File: src/rtl/core/bml_pkg.sv
// Shared types and constants for the bilinear map lookup core.
// No dependencies; imported by every module of the core.
`timescale 1ns / 1ps
`default_nettype none
package bml_pkg;

    localparam logic [1:0] OP_WR_X   = 2'd0;
    localparam logic [1:0] OP_WR_Y   = 2'd1;
    localparam logic [1:0] OP_WR_Z   = 2'd2;
    localparam logic [1:0] OP_QUERY  = 2'd3;

    localparam logic [1:0] CFG_X_COUNT = 2'd0;
    localparam logic [1:0] CFG_Y_COUNT = 2'd1;

    localparam int XV_W = 14;
    localparam int YV_W = 10;
    localparam int ZV_W = 16;

    typedef struct packed {
        logic [1:0]               op;
        logic [5:0]               entry_index;
        logic signed [ZV_W-1:0]   entry_value;
        logic [XV_W-1:0]          query_x;
        logic [YV_W-1:0]          query_y;
    } item_t;

endpackage
`default_nettype wire

File: src/rtl/core/bml_front.sv
// Front end: accepts command words and holds them in a two-entry queue.
// Depends on bml_pkg.
`timescale 1ns / 1ps
`default_nettype none
module bml_front
    import bml_pkg::*;
(
    input  wire logic                   clk,
    input  wire logic                   rst_n,
    input  wire logic                   start,
    output logic                        busy,
    input  wire logic [1:0]             op,
    input  wire logic [5:0]             entry_index,
    input  wire logic signed [ZV_W-1:0] entry_value,
    input  wire logic [XV_W-1:0]        query_x,
    input  wire logic [YV_W-1:0]        query_y,
    output logic                        item_valid,
    output item_t                       item,
    input  wire logic                   pop
);

    item_t       slot_reg [2];
    logic        wr_ptr_reg, wr_ptr_next;
    logic        rd_ptr_reg, rd_ptr_next;
    logic [1:0]  count_reg, count_next;
    logic        push;
    logic        do_pop;

    assign busy       = (count_reg == 2'd2);
    assign push       = start && !busy;
    assign item_valid = (count_reg != 2'd0);
    assign do_pop     = pop && item_valid;
    assign item       = slot_reg[rd_ptr_reg];

    always_comb
    begin
        wr_ptr_next = push ? ~wr_ptr_reg : wr_ptr_reg;
        rd_ptr_next = do_pop ? ~rd_ptr_reg : rd_ptr_reg;
        count_next  = count_reg + {1'b0, push} - {1'b0, do_pop};
    end

    always_ff @(posedge clk or negedge rst_n)
    begin
        if (!rst_n)
        begin
            wr_ptr_reg <= 1'b0;
            rd_ptr_reg <= 1'b0;
            count_reg  <= 2'd0;
        end
        else
        begin
            wr_ptr_reg <= wr_ptr_next;
            rd_ptr_reg <= rd_ptr_next;
            count_reg  <= count_next;
        end
    end

    always_ff @(posedge clk)
    begin
        if (push)
        begin
            slot_reg[wr_ptr_reg] <= '{op: op, entry_index: entry_index,
                                      entry_value: entry_value,
                                      query_x: query_x, query_y: query_y};
        end
    end

endmodule
`default_nettype wire

File: src/rtl/core/bml_div.sv
// Serial signed-by-unsigned divider, one quotient bit per cycle, truncating.
// Depends on bml_pkg.
`timescale 1ns / 1ps
`default_nettype none
module bml_div
    import bml_pkg::*;
(
    input  wire logic                 clk,
    input  wire logic                 rst_n,
    input  wire logic                 start,
    input  wire logic signed [31:0]   dividend,
    input  wire logic [XV_W-1:0]      divisor,
    output logic                      done,
    output logic signed [31:0]        quotient
);

    logic              run_reg, run_next;
    logic              done_reg, done_next;
    logic [4:0]        cnt_reg, cnt_next;
    logic [31:0]       mag_reg, mag_next;
    logic [XV_W:0]     rem_reg, rem_next;
    logic [XV_W-1:0]   dsr_reg, dsr_next;
    logic              neg_reg, neg_next;
    logic [XV_W:0]     trial;
    logic              fit;

    assign trial = {rem_reg[XV_W-1:0], mag_reg[31]};
    assign fit   = (trial >= {1'b0, dsr_reg});

    always_comb
    begin
        run_next  = run_reg;
        done_next = 1'b0;
        cnt_next  = cnt_reg;
        mag_next  = mag_reg;
        rem_next  = rem_reg;
        dsr_next  = dsr_reg;
        neg_next  = neg_reg;
        if (start)
        begin
            run_next = 1'b1;
            cnt_next = 5'd0;
            neg_next = dividend[31];
            mag_next = dividend[31] ? 32'(-dividend) : 32'(dividend);
            rem_next = '0;
            dsr_next = divisor;
        end
        else if (run_reg)
        begin
            rem_next = fit ? (trial - {1'b0, dsr_reg}) : trial;
            mag_next = {mag_reg[30:0], fit};
            cnt_next = cnt_reg + 5'd1;
            if (cnt_reg == 5'd31)
            begin
                run_next  = 1'b0;
                done_next = 1'b1;
            end
        end
    end

    always_ff @(posedge clk or negedge rst_n)
    begin
        if (!rst_n)
        begin
            run_reg  <= 1'b0;
            done_reg <= 1'b0;
            cnt_reg  <= 5'd0;
        end
        else
        begin
            run_reg  <= run_next;
            done_reg <= done_next;
            cnt_reg  <= cnt_next;
        end
    end

    always_ff @(posedge clk)
    begin
        mag_reg <= mag_next;
        rem_reg <= rem_next;
        dsr_reg <= dsr_next;
        neg_reg <= neg_next;
    end

    assign done     = done_reg;
    assign quotient = neg_reg ? -signed'(mag_reg) : signed'(mag_reg);

endmodule
`default_nettype wire

File: src/rtl/core/bml_back.sv
// Back end: axis and grid stores, bracket search, interpolation sequencer.
// Depends on bml_pkg and bml_div.
`timescale 1ns / 1ps
`default_nettype none
module bml_back
    import bml_pkg::*;
#(
    parameter int X_POINTS = 16,
    parameter int Y_POINTS = 4
)
(
    input  wire logic                   clk,
    input  wire logic                   rst_n,
    input  wire logic [4:0]             x_count,
    input  wire logic [2:0]             y_count,
    input  wire logic                   item_valid,
    input  wire item_t                  item,
    output logic                        pop,
    output logic                        result_valid,
    output logic signed [ZV_W-1:0]      z_value,
    output logic                        out_of_range,
    output logic                        is_query
);

    localparam int XW  = $clog2(X_POINTS);
    localparam int YW  = $clog2(Y_POINTS);
    localparam int GD  = X_POINTS * Y_POINTS;
    localparam int GW  = $clog2(GD);
    localparam int XNW = $clog2(X_POINTS + 1);
    localparam int YNW = $clog2(Y_POINTS + 1);

    localparam logic [1:0] LI_Y0 = 2'd0;
    localparam logic [1:0] LI_Y1 = 2'd1;
    localparam logic [1:0] LI_X  = 2'd2;

    typedef enum logic [11:0] {
        S_IDLE = 12'b0000_0000_0001,
        S_XRD  = 12'b0000_0000_0010,
        S_XCHK = 12'b0000_0000_0100,
        S_YRD  = 12'b0000_0000_1000,
        S_YCHK = 12'b0000_0001_0000,
        S_GRD  = 12'b0000_0010_0000,
        S_GCAP = 12'b0000_0100_0000,
        S_SET  = 12'b0000_1000_0000,
        S_MUL  = 12'b0001_0000_0000,
        S_DST  = 12'b0010_0000_0000,
        S_DIV  = 12'b0100_0000_0000,
        S_ADD  = 12'b1000_0000_0000
    } state_t;

    state_t                 state_reg, state_next;
    item_t                  it_reg, it_next;
    logic [XW-1:0]          xk_reg, xk_next;
    logic [YW-1:0]          yk_reg, yk_next;
    logic [XV_W-1:0]        prev_reg, prev_next;
    logic [XW-1:0]          xlo_reg, xlo_next, xhi_reg, xhi_next;
    logic [YW-1:0]          ylo_reg, ylo_next, yhi_reg, yhi_next;
    logic [XV_W-1:0]        x1_reg, x1_next, x2_reg, x2_next;
    logic [YV_W-1:0]        y1_reg, y1_next, y2_reg, y2_next;
    logic [1:0]             gcnt_reg, gcnt_next;
    logic signed [ZV_W-1:0] zc_reg [4];
    logic signed [ZV_W-1:0] zc_next [4];
    logic signed [ZV_W-1:0] za_reg, za_next, zb_reg, zb_next;
    logic [1:0]             li_reg, li_next;
    logic signed [31:0]     prod_reg, prod_next;
    logic [XV_W-1:0]        den_reg, den_next;
    logic signed [ZV_W-1:0] quot_reg, quot_next;
    logic                   rv_reg, rv_next;
    logic signed [ZV_W-1:0] z_reg, z_next;
    logic                   oor_reg, oor_next;
    logic                   isq_reg, isq_next;

    logic [XV_W-1:0]        x_mem [X_POINTS];
    logic [YV_W-1:0]        y_mem [Y_POINTS];
    logic signed [ZV_W-1:0] g_mem [GD];
    logic [XV_W-1:0]        x_rd_reg;
    logic [YV_W-1:0]        y_rd_reg;
    logic signed [ZV_W-1:0] g_rd_reg;
    logic [GW-1:0]          g_raddr;
    logic                   x_we, y_we, g_we;

    logic [XNW-1:0]         nx;
    logic [YNW-1:0]         ny;
    logic                   xeq, yeq;
    logic [XV_W-1:0]        lp, lpa, lpb;
    logic signed [ZV_W-1:0] la, lb;
    logic signed [16:0]     dz;
    logic signed [XV_W:0]   dp;
    logic signed [ZV_W-1:0] lres;
    logic                   div_start, div_done;
    logic signed [31:0]     div_q;

    assign nx = (32'(x_count) > X_POINTS) ? XNW'(X_POINTS) : XNW'(x_count);
    assign ny = (32'(y_count) > Y_POINTS) ? YNW'(Y_POINTS) : YNW'(y_count);
    assign xeq = (xlo_reg == xhi_reg);
    assign yeq = (ylo_reg == yhi_reg);

    // stores: one write port fed straight from the queue head, one read port
    assign x_we = pop && item.op == OP_WR_X && 32'(item.entry_index) < X_POINTS;
    assign y_we = pop && item.op == OP_WR_Y && 32'(item.entry_index) < Y_POINTS;
    assign g_we = pop && item.op == OP_WR_Z && 32'(item.entry_index) < GD;

    assign g_raddr = GW'(32'(gcnt_reg[1] ? yhi_reg : ylo_reg) * X_POINTS
                         + 32'(gcnt_reg[0] ? xhi_reg : xlo_reg));

    always_ff @(posedge clk)
    begin
        if (x_we)
            x_mem[XW'(item.entry_index)] <= item.entry_value[XV_W-1:0];
        x_rd_reg <= x_mem[xk_reg];
    end

    always_ff @(posedge clk)
    begin
        if (y_we)
            y_mem[YW'(item.entry_index)] <= item.entry_value[YV_W-1:0];
        y_rd_reg <= y_mem[yk_reg];
    end

    always_ff @(posedge clk)
    begin
        if (g_we)
            g_mem[GW'(item.entry_index)] <= item.entry_value;
        g_rd_reg <= g_mem[g_raddr];
    end

    // lerp operand select: y pass on columns a and b, then x pass
    always_comb
    begin
        case (li_reg)
            LI_Y0:
            begin
                lp = XV_W'(it_reg.query_y); lpa = XV_W'(y1_reg); lpb = XV_W'(y2_reg);
                la = zc_reg[0]; lb = zc_reg[2];
            end
            LI_Y1:
            begin
                lp = XV_W'(it_reg.query_y); lpa = XV_W'(y1_reg); lpb = XV_W'(y2_reg);
                la = zc_reg[1]; lb = zc_reg[3];
            end
            default:
            begin
                lp = it_reg.query_x; lpa = x1_reg; lpb = x2_reg;
                la = za_reg; lb = zb_reg;
            end
        endcase
        dz   = 17'(lb) - 17'(la);
        dp   = signed'({1'b0, lp}) - signed'({1'b0, lpa});
        lres = la + quot_reg;
    end

    bml_div u_div (
        .clk      (clk),
        .rst_n    (rst_n),
        .start    (div_start),
        .dividend (prod_reg),
        .divisor  (den_reg),
        .done     (div_done),
        .quotient (div_q)
    );

    always_comb
    begin
        state_next = state_reg;
        it_next    = it_reg;
        xk_next    = xk_reg;
        yk_next    = yk_reg;
        prev_next  = prev_reg;
        xlo_next   = xlo_reg;
        xhi_next   = xhi_reg;
        ylo_next   = ylo_reg;
        yhi_next   = yhi_reg;
        x1_next    = x1_reg;
        x2_next    = x2_reg;
        y1_next    = y1_reg;
        y2_next    = y2_reg;
        gcnt_next  = gcnt_reg;
        zc_next    = zc_reg;
        za_next    = za_reg;
        zb_next    = zb_reg;
        li_next    = li_reg;
        prod_next  = prod_reg;
        den_next   = den_reg;
        quot_next  = quot_reg;
        rv_next    = 1'b0;
        z_next     = z_reg;
        oor_next   = oor_reg;
        isq_next   = isq_reg;
        pop        = 1'b0;
        div_start  = 1'b0;

        case (state_reg)
            S_IDLE:
            begin
                if (item_valid)
                begin
                    pop     = 1'b1;
                    it_next = item;
                    case (item.op)
                        OP_WR_X, OP_WR_Y, OP_WR_Z:
                        begin
                            rv_next  = 1'b1;
                            z_next   = '0;
                            oor_next = 1'b0;
                            isq_next = 1'b0;
                        end
                        default:
                        begin
                            if (32'(nx) < 2 || 32'(ny) < 2)
                            begin
                                rv_next  = 1'b1;
                                z_next   = '0;
                                oor_next = 1'b1;
                                isq_next = 1'b1;
                            end
                            else
                            begin
                                xk_next    = '0;
                                state_next = S_XRD;
                            end
                        end
                    endcase
                end
            end
            S_XRD:
                state_next = S_XCHK;
            S_XCHK:
            begin
                // pair (k-1,k): strictly between, then exact hit on entry k
                if (xk_reg != '0 && it_reg.query_x > prev_reg
                    && it_reg.query_x < x_rd_reg)
                begin
                    xlo_next = xk_reg - XW'(1); xhi_next = xk_reg;
                    x1_next = prev_reg; x2_next = x_rd_reg;
                    yk_next = '0; state_next = S_YRD;
                end
                else if (it_reg.query_x == x_rd_reg)
                begin
                    xlo_next = xk_reg; xhi_next = xk_reg;
                    x1_next = x_rd_reg; x2_next = x_rd_reg;
                    yk_next = '0; state_next = S_YRD;
                end
                else if (32'(xk_reg) == 32'(nx) - 1)
                begin
                    rv_next = 1'b1; z_next = '0; oor_next = 1'b1; isq_next = 1'b1;
                    state_next = S_IDLE;
                end
                else
                begin
                    prev_next = x_rd_reg;
                    xk_next = xk_reg + XW'(1);
                    state_next = S_XRD;
                end
            end
            S_YRD:
                state_next = S_YCHK;
            S_YCHK:
            begin
                if (yk_reg != '0 && XV_W'(it_reg.query_y) > prev_reg
                    && it_reg.query_y < y_rd_reg)
                begin
                    ylo_next = yk_reg - YW'(1); yhi_next = yk_reg;
                    y1_next = prev_reg[YV_W-1:0]; y2_next = y_rd_reg;
                    gcnt_next = 2'd0; state_next = S_GRD;
                end
                else if (it_reg.query_y == y_rd_reg)
                begin
                    ylo_next = yk_reg; yhi_next = yk_reg;
                    y1_next = y_rd_reg; y2_next = y_rd_reg;
                    gcnt_next = 2'd0; state_next = S_GRD;
                end
                else if (32'(yk_reg) == 32'(ny) - 1)
                begin
                    rv_next = 1'b1; z_next = '0; oor_next = 1'b1; isq_next = 1'b1;
                    state_next = S_IDLE;
                end
                else
                begin
                    prev_next = XV_W'(y_rd_reg);
                    yk_next = yk_reg + YW'(1);
                    state_next = S_YRD;
                end
            end
            S_GRD:
                state_next = S_GCAP;
            S_GCAP:
            begin
                // corners in order z11, z21, z12, z22
                zc_next[gcnt_reg] = g_rd_reg;
                gcnt_next = gcnt_reg + 2'd1;
                state_next = (gcnt_reg == 2'd3) ? S_SET : S_GRD;
            end
            S_SET:
            begin
                if (xeq && yeq)
                begin
                    rv_next = 1'b1; z_next = zc_reg[0]; oor_next = 1'b0; isq_next = 1'b1;
                    state_next = S_IDLE;
                end
                else if (yeq)
                begin
                    za_next = zc_reg[0]; zb_next = zc_reg[1];
                    li_next = LI_X; state_next = S_MUL;
                end
                else
                begin
                    li_next = LI_Y0; state_next = S_MUL;
                end
            end
            S_MUL:
            begin
                prod_next  = 32'(dz) * 32'(dp);
                den_next   = lpb - lpa;
                state_next = S_DST;
            end
            S_DST:
            begin
                div_start  = 1'b1;
                state_next = S_DIV;
            end
            S_DIV:
            begin
                if (div_done)
                begin
                    quot_next  = div_q[ZV_W-1:0];
                    state_next = S_ADD;
                end
            end
            S_ADD:
            begin
                if (li_reg == LI_Y0 && !xeq)
                begin
                    za_next = lres; li_next = LI_Y1; state_next = S_MUL;
                end
                else if (li_reg == LI_Y1)
                begin
                    zb_next = lres; li_next = LI_X; state_next = S_MUL;
                end
                else
                begin
                    rv_next = 1'b1; z_next = lres; oor_next = 1'b0; isq_next = 1'b1;
                    state_next = S_IDLE;
                end
            end
            default:
                state_next = S_IDLE;
        endcase
    end

    always_ff @(posedge clk or negedge rst_n)
    begin
        if (!rst_n)
        begin
            state_reg <= S_IDLE;
            rv_reg    <= 1'b0;
        end
        else
        begin
            state_reg <= state_next;
            rv_reg    <= rv_next;
        end
    end

    always_ff @(posedge clk)
    begin
        it_reg   <= it_next;
        xk_reg   <= xk_next;
        yk_reg   <= yk_next;
        prev_reg <= prev_next;
        xlo_reg  <= xlo_next;
        xhi_reg  <= xhi_next;
        ylo_reg  <= ylo_next;
        yhi_reg  <= yhi_next;
        x1_reg   <= x1_next;
        x2_reg   <= x2_next;
        y1_reg   <= y1_next;
        y2_reg   <= y2_next;
        gcnt_reg <= gcnt_next;
        zc_reg   <= zc_next;
        za_reg   <= za_next;
        zb_reg   <= zb_next;
        li_reg   <= li_next;
        prod_reg <= prod_next;
        den_reg  <= den_next;
        quot_reg <= quot_next;
        z_reg    <= z_next;
        oor_reg  <= oor_next;
        isq_reg  <= isq_next;
    end

    assign result_valid = rv_reg;
    assign z_value      = z_reg;
    assign out_of_range = oor_reg;
    assign is_query     = isq_reg;

`ifndef ASSERT_OFF
    a_pop_idle: assert property (@(posedge clk) disable iff (!rst_n)
        pop |-> state_reg == S_IDLE)
        else $error("queue popped while a query is in flight");
    a_add_after_div: assert property (@(posedge clk) disable iff (!rst_n)
        state_reg == S_ADD |-> $past(div_done))
        else $error("lerp add entered without a divider result");
    a_ack_zero: assert property (@(posedge clk) disable iff (!rst_n)
        rv_reg && !isq_reg |-> z_reg == '0 && !oor_reg)
        else $error("write acknowledge carries data");
    a_oor_query: assert property (@(posedge clk) disable iff (!rst_n)
        rv_reg && oor_reg |-> isq_reg && z_reg == '0)
        else $error("range flag on a non-query word");
`endif

endmodule
`default_nettype wire

File: src/rtl/core/bilinear_map_lookup_core.sv
// Bilinear map lookup core: config registers, command queue and lookup engine.
// Depends on bml_pkg, bml_front and bml_back.
//
// Each write to the axis and grid stores is done by the lookup engine from idle.
// A query scans the x axis then the y axis, reading and checking each breakpoint
// visited in turn, reads the four grid corners one at a time, then runs zero,
// one or three interpolations, each a multiply and a 32-step serial division.
// An out-of-range query ends as soon as its scan fails, and at once when a
// count is below two.
// A two-word command queue lets start be taken while the engine works; busy
// is high only when the queue is full. Every word gives exactly one result,
// shown for one cycle with result_valid; the receiver has no way to stall it.
// Axis and grid entries must be written before a query reads them.
`timescale 1ns / 1ps
`default_nettype none
module bilinear_map_lookup_core
    import bml_pkg::*;
#(
    parameter int X_POINTS = 16,
    parameter int Y_POINTS = 4
)
(
    input  wire logic                   clk,
    input  wire logic                   rst_n,
    input  wire logic                   start,
    output logic                        busy,
    input  wire logic [1:0]             op,
    input  wire logic [5:0]             entry_index,
    input  wire logic signed [ZV_W-1:0] entry_value,
    input  wire logic [XV_W-1:0]        query_x,
    input  wire logic [YV_W-1:0]        query_y,
    output logic                        result_valid,
    output logic signed [ZV_W-1:0]      z_value,
    output logic                        out_of_range,
    output logic                        is_query,
    input  wire logic                   cfg_valid,
    output logic                        cfg_ready,
    input  wire logic [1:0]             cfg_index,
    input  wire logic [4:0]             cfg_data
);

    logic [4:0] x_count_reg, x_count_next;
    logic [2:0] y_count_reg, y_count_next;
    logic       item_valid;
    item_t      item;
    logic       pop;

    assign cfg_ready = 1'b1;

    always_comb
    begin
        x_count_next = x_count_reg;
        y_count_next = y_count_reg;
        if (cfg_valid)
        begin
            case (cfg_index)
                CFG_X_COUNT: x_count_next = cfg_data;
                CFG_Y_COUNT: y_count_next = cfg_data[2:0];
                default:     ;
            endcase
        end
    end

    always_ff @(posedge clk or negedge rst_n)
    begin
        if (!rst_n)
        begin
            x_count_reg <= 5'd15;
            y_count_reg <= 3'd3;
        end
        else
        begin
            x_count_reg <= x_count_next;
            y_count_reg <= y_count_next;
        end
    end

    bml_front u_front (
        .clk         (clk),
        .rst_n       (rst_n),
        .start       (start),
        .busy        (busy),
        .op          (op),
        .entry_index (entry_index),
        .entry_value (entry_value),
        .query_x     (query_x),
        .query_y     (query_y),
        .item_valid  (item_valid),
        .item        (item),
        .pop         (pop)
    );

    bml_back #(
        .X_POINTS (X_POINTS),
        .Y_POINTS (Y_POINTS)
    ) u_back (
        .clk          (clk),
        .rst_n        (rst_n),
        .x_count      (x_count_reg),
        .y_count      (y_count_reg),
        .item_valid   (item_valid),
        .item         (item),
        .pop          (pop),
        .result_valid (result_valid),
        .z_value      (z_value),
        .out_of_range (out_of_range),
        .is_query     (is_query)
    );

endmodule
`default_nettype wire
File: config.mk
export PLATFORM = sky130hd
export DESIGN_NAME = bilinear_map_lookup_core
export DESIGN_NICKNAME = d
export VERILOG_FILES = /design/src/rtl/core/bml_pkg.sv /design/src/rtl/core/bml_front.sv /design/src/rtl/core/bml_div.sv /design/src/rtl/core/bml_back.sv /design/src/rtl/core/bilinear_map_lookup_core.sv
export SDC_FILE = /design/constraint.sdc
export NUM_CORES = 2
export LEC_CHECK = 0
export BUFFER_PORTS_ARGS = -buffer_cell sky130_fd_sc_hd__buf_2
export CAP_MARGIN = 20
export CORE_UTILIZATION = 55
export CTS_CLUSTER_DIAMETER = 40
export CTS_CLUSTER_SIZE = 8
export DETAILED_ROUTE_END_ITERATION = 10
export PLACE_DENSITY = 0.71
export SLEW_MARGIN = 20
export SYNTH_ARGS = -nofsm -noshare
export SYNTH_HDL_FRONTEND = slang
export SYNTH_SLANG_ARGS = --single-unit
File: constraint.sdc
create_clock -name clk -period 10.85 [get_ports clk]
set_input_delay 1.085 -clock clk [delete_from_list [all_inputs] [get_ports clk]]
set_output_delay 1.085 -clock clk [all_outputs]
set_load 0.01 [all_outputs]
## After elaboration in Yosys (flattened, before gate mapping)

Memory sizes are Yosys's and may differ from the RTL's. A register that Yosys moved wholly into a read port is not among the register bits.
Cells that the tools add are included.

- $add $sub $neg: 18
- Multipliers: 1
- Div/mod/pow operators: 0
- Magnitude comparators: 13
- Eq/ne operators: 48
- Shifts and indexed selects: 0
- Mux-type cells: 143
- Bitwise logic cells: 3
- Reductions and logical operators: 48

Operators by type and width:

| operator | count |
|---|---|
| 16-bit two-way mux | 21 |
| 14-bit two-way mux | 13 |
| 12-bit one-hot mux with 12 select lines | 1 |
| 16-bit one-hot mux with 2 select lines | 4 |
| 12-bit two-way mux | 9 |
| 32-bit two-way mux | 3 |
| 16-bit one-hot mux with 5 select lines | 1 |
| 64-bit bitwise mux | 1 |
| 1-bit two-way mux | 44 |
| 4-bit two-way mux | 11 |
| 16-bit demux with 2-bit select | 1 |
| 2-bit by 32-bit == test with 1-bit output | 1 |
| 4-bit by 32-bit == test with 1-bit output | 1 |
| 17-bit by 15-bit multiplier with 32-bit output | 1 |
| 2-bit two-way mux | 16 |
| 32-bit negation | 1 |
| 10-bit two-way mux | 3 |
| 14-bit one-hot mux with 2 select lines | 1 |
| 14-bit subtractor | 2 |
| 2-bit != test (second input constant) | 13 |
| 9-bit two-way mux | 2 |
| 2-bit nonzero test | 9 |
| 16-bit by 16-bit subtractor with 17-bit output | 1 |
| 16-bit adder | 1 |
| other kinds (69) | 113 |

- Register bits: 377
- Bits in latches: 0
- RAM bits: 1384
- Bits in read-only memories: 0
- Input port bits: 59
- Output and inout port bits: 21
- Logic and storage cells: 319
- Memories kept: 4

Memories:

| memory | words | width | rd ports | clocked after Yosys merged registers in | wr ports | RTL line | RTL |
|---|---|---|---|---|---|---|---|
| u_back.g_mem | 64 | 16 | 1 | 1 | 1 | bml_back.sv:75 | `logic signed [ZV_W-1:0] g_mem [GD];` |
| u_back.x_mem | 16 | 14 | 1 | 1 | 1 | bml_back.sv:73 | `logic [XV_W-1:0] x_mem [X_POINTS];` |
| u_front.slot_reg | 2 | 48 | 1 | 0 | 1 | bml_front.sv:22 | `item_t slot_reg [2];` |
| u_back.y_mem | 4 | 10 | 1 | 1 | 1 | bml_back.sv:74 | `logic [YV_W-1:0] y_mem [Y_POINTS];` |

## Longest topological paths before layout

- Word-level depth: 8
- Depth in mapped cells: 39

## Cells and area by module

From an unflattened synthesis, not the netlist that was laid out.

- Cells, all modules: 5400
- Area, all modules: 84362.2 um^2

Modules (own cells, without submodules):

| module | times used | cells each | area each (um^2) | seq. area each (um^2) |
|---|---|---|---|---|
| bml_back | 1 | 4702 | 75511.2 | 48332.6 |
| bml_div | 1 | 511 | 4805.9 | 1866.8 |
| bml_front | 1 | 167 | 3709.8 | 2982.9 |
| bilinear_map_lookup_core | 1 | 20 | 335.3 | 207.7 |

## Least setup slack after synthesis

Ideal clock, no wire load.

- Path type: register to register
- Start point: register u_back.li_reg[1]
- End point: register u_back.prod_reg[30], data pin
- Setup time: 258 ps
- Arrival: 9112 ps
- Required time: 10592 ps
- Path slack: 1480 ps
- Stages on the path, launching flop included: 39
- Path buffers: 4
- Period minus slack after synthesis: 9370 ps
- Cell sequence: edfxtp_1 -> buf_2 -> clkbuf_1 -> buf_1 -> clkbuf_1 -> nand2_1 -> o21ai_0 -> ha_1 -> inv_1 -> fa_1 -> a21o_1 -> a21oi_1 -> o21ai_0 -> a31oi_2 -> o21ai_0 -> a31o_2 -> a21oi_2 -> xor2_1 -> (+3 left out) -> fa_1 -> inv_1 -> fa_1 -> fa_1 -> fa_1 -> inv_1 -> fa_1 -> inv_1 -> ha_1 -> a21oi_1 -> o21ai_0 -> a221o_1 -> a22oi_1 -> a31oi_1 -> nand4_1 -> nand4b_1 -> a21oi_1 -> xnor2_1

- Word-level cells in the longest chain between the ends: 5

Ends and longest elaborated chain:

| element | RTL line | RTL |
|---|---|---|
| from (decl) | bml_back.sv:64 | `logic [1:0] li_reg, li_next;` |
| from (signal assigned) | bml_back.sv:382 | `li_reg <= li_next;` |
| 2-bit by 1-bit == test with 1-bit output / 2-bit zero test (equally long branches) | bml_back.sv:130 | `case (li_reg)` |
| 2-bit OR reduction (no source line) | -- |  |
| 14-bit two-way mux | bml_back.sv:130 |  |
| 14-bit by 14-bit subtractor with 15-bit output | bml_back.sv:148 | `dp = signed'({1'b0, lp}) - signed'({1'b0, lpa});` |
| 17-bit by 15-bit multiplier with 32-bit output (*) | bml_back.sv:312 | `prod_next = 32'(dz) * 32'(dp);` |
| to (signal assigned) | bml_back.sv:383 | `prod_reg <= prod_next;` |
| to (decl) | bml_back.sv:65 | `logic signed [31:0] prod_reg, prod_next;` |

Mark *: on every way between the ends. The rest lies on a longest branch, timed or not.
A chain may end at the register's enable or synchronous reset.

## Final worst setup path

- Start point: register u_back.li_reg[0]
- End point: register u_back.prod_reg[30], data pin

Same word-level chain as after synthesis.

==> impl_metrics.tcl <==
set metrics [dict create \
    grt.total_usage 0.2742 \
    slew_violations 0 \
    start_util 0.5549 \
    cts_root_buffer "clkbuf_16" \
    worstPathMaxFanout 26 \
    synth_most_common_cell "edfxtp_1" \
    post-cts-setup-buffer-count 0 \
    synthTopCellsByCount "edfxtp_1, nand2_1, inv_1" \
    cpMostUsedCell "fa_1" \
    fp.dieH_um 391.2 \
    ios 80 \
    cts_buffer_depth 4 \
    ys_ff_latch 1801 \
    drv_cap 0 \
    netlist_instances 5286 \
    postCtsHoldBufs 0 \
    drc 0 \
    synthesis.area_sq_um 83310 \
    cts_tree "done" \
    antenna_found_initial 14 \
    tightest_slew_ps 1180 \
    synth_nets 5816 \
    outcome "finished, final reports clean" \
    yosysUniqueCellTypes 81 \
    row_count 142 \
    final_antenna_net_count 0 \
    gp_congestion 0.9274 \
    layout.nets 6127 \
    path_class "reg2reg" \
    fin_skew_ps 60.43 \
    dieArea_sq_um 153000 \
    fmax_ghz 0.1029 \
    synth_edf_count 1715 \
    endpoint_kind "register" \
    clock_latency_ps 900 \
    synthFlopType "edfxtp_1" \
    rsz0062_at_grt "no" \
    min_period_ps 9722 \
    hold_path.class "in2async" \
    slowest_delay_ps 890 \
    grt_pass1_wl_mm 306.9 \
    yosysTopAreaCell "edfxtp_1" \
    wl_per_cell_um 26.75 \
    yosys_warnings 0 \
    critPathSlowestCell "xor2_1" \
    hold_viol_final 0 \
    dp_hpwl_mm 128.3 \
    grt_pass1_vias 48490 \
    largest_reg_flops 1024 \
    cts.sinks 1801 \
    area_growth_pct 14.26 \
    core_sq_um 150100 \
    synthTopCellsByArea "edfxtp_1, mux4_2, fa_1" \
    die_x_um 391.2 \
    period_share 0.8961 \
    syn_area_per_cell_sq_um 15.76 \
    via_per_inst 6.141 \
    cp-start-kind "register" \
    io_buffers 78 \
    ys_seq_area_frac 0.6408 \
    async_flop_share 0.01777 \
    vias 47520 \
    grt_max_degree 129 \
    synth_top_cell_area_share 0.6181 \
    clkTransAtPathRegs_ps 50 \
    relSlewSlack 0.2076 \
    drt-pass1-iter-count 6 \
    drt_iter0_markers 4753 \
    routed_wl_mm 207.0 \
    gr-total-overflow 0 \
    finalSetupTns_ps 0 \
    worstPathArrival_ps 10310 \
    cts-buffers-inserted 296 \
    htreeDepth 5 \
    drive_above_1_share 0.1843 \
    setup_viol 0 \
    required_ps 11440 \
    cts_resized 0 \
]
## kinds of logic (layout without fill, tap and decap cells)
family	count (synthesis)	after routing	synth area share
compound gates	635	635	0.04915
mux	474	474	0.1085
flops	1801	1801	0.6408
simple gates	1113	1113	0.06016
xor+xnor	172	172	0.01826
fa+ha+maj	473	473	0.09386
other cells	1	5	0.00004501
buf+inv	617	1049	0.02914
## cell usage in the layout (no fill, tap or decap), types with 36 or more instances in the layout
cell type and count:
mux2_2 64, a31oi_1 49, a21oi_1 131, a21o_1 50, edfxtp_1 1715, xor2_1 69, ha_1 217, mux2i_1 57
nand2b_1 36, buf_4 133, buf_2 78, a211oi_1 84, o21ai_0 171, fa_1 254, dfxtp_1 54, inv_1 405
clkbuf_1 67, nor2_1 265, and2_1 104, mux4_2 336, xnor2_1 99, nand2_1 494, clkbuf_16 301
## path summary, 6_finish.rpt
path	from	to	slack, ps	cells past startpoint
max in group asynchronous	rst_n	u_front.rd_ptr_reg	9820	1
worst max register to register	u_back.li_reg[0]	u_back.prod_reg[30]	1130	32
worst min register to register	u_back.den_reg[0]	u_back.u_div.dsr_reg[0]	410	0
min in group clk	entry_value[14]	u_front.slot_reg[1][38]	390	1
worst min-delay path	rst_n	u_back.state_reg[1]	350	1
worst max-delay path	u_back.li_reg[0]	u_back.prod_reg[30]	1130	32
## stage by stage
stage	setup WS, ps	cells	hold WS (ps)	instance area, sq um	utilization
after global placement	1379	7305	400.8	86680	0.5774
after CTS	1175	7726	332.7	94970	0.6326
after global routing	468.6	7734	355.9	95190	0.6340
after floorplan	1480	5286	400.3	83310	-
after detailed placement	1242	7307	405.4	86700	0.5775
final	1128	7738	351.1	95200	0.6341
## layer usage
metal	vias up	GRT usage	part of all wire
met2	2372	0.4365	0.48
li1	20350	-	-
met4	4	0.1285	0.047
met1	24270	0.3684	0.39
met3	525	0.05106	0.084
met5	-	0	0.00016
## worst max-delay path, delay by kind of cell, from the launching register on
kind / cells / cell delay, ps
adder cells (fa/ha/maj): 8 / 3670
multiplexers: 1 / 110
flip-flops: 1 / 670
XOR/XNOR: 2 / 1010
buffers and inverters: 4 / 450
AO/OA/AOI/OAI: 13 / 2980
AND/OR/NAND/NOR: 4 / 560
## layout make-up
class                           count  area, sq um
Timing Repair Buffer              224         1662
Clock inverter                     48        445.4
Antenna cell                        4        10.01
Inverter                          406         1524
Sequential cell                  1801        53400
Fill cell                       10460        54940
Multi-Input combinational cell   2868        27810
Tap cell                         2016         2522
Clock buffer                      371         7825
Power is left out: the tool's default activity adds up to more than one toggle a clock period on the data nets, which glitch-free logic cannot reach.
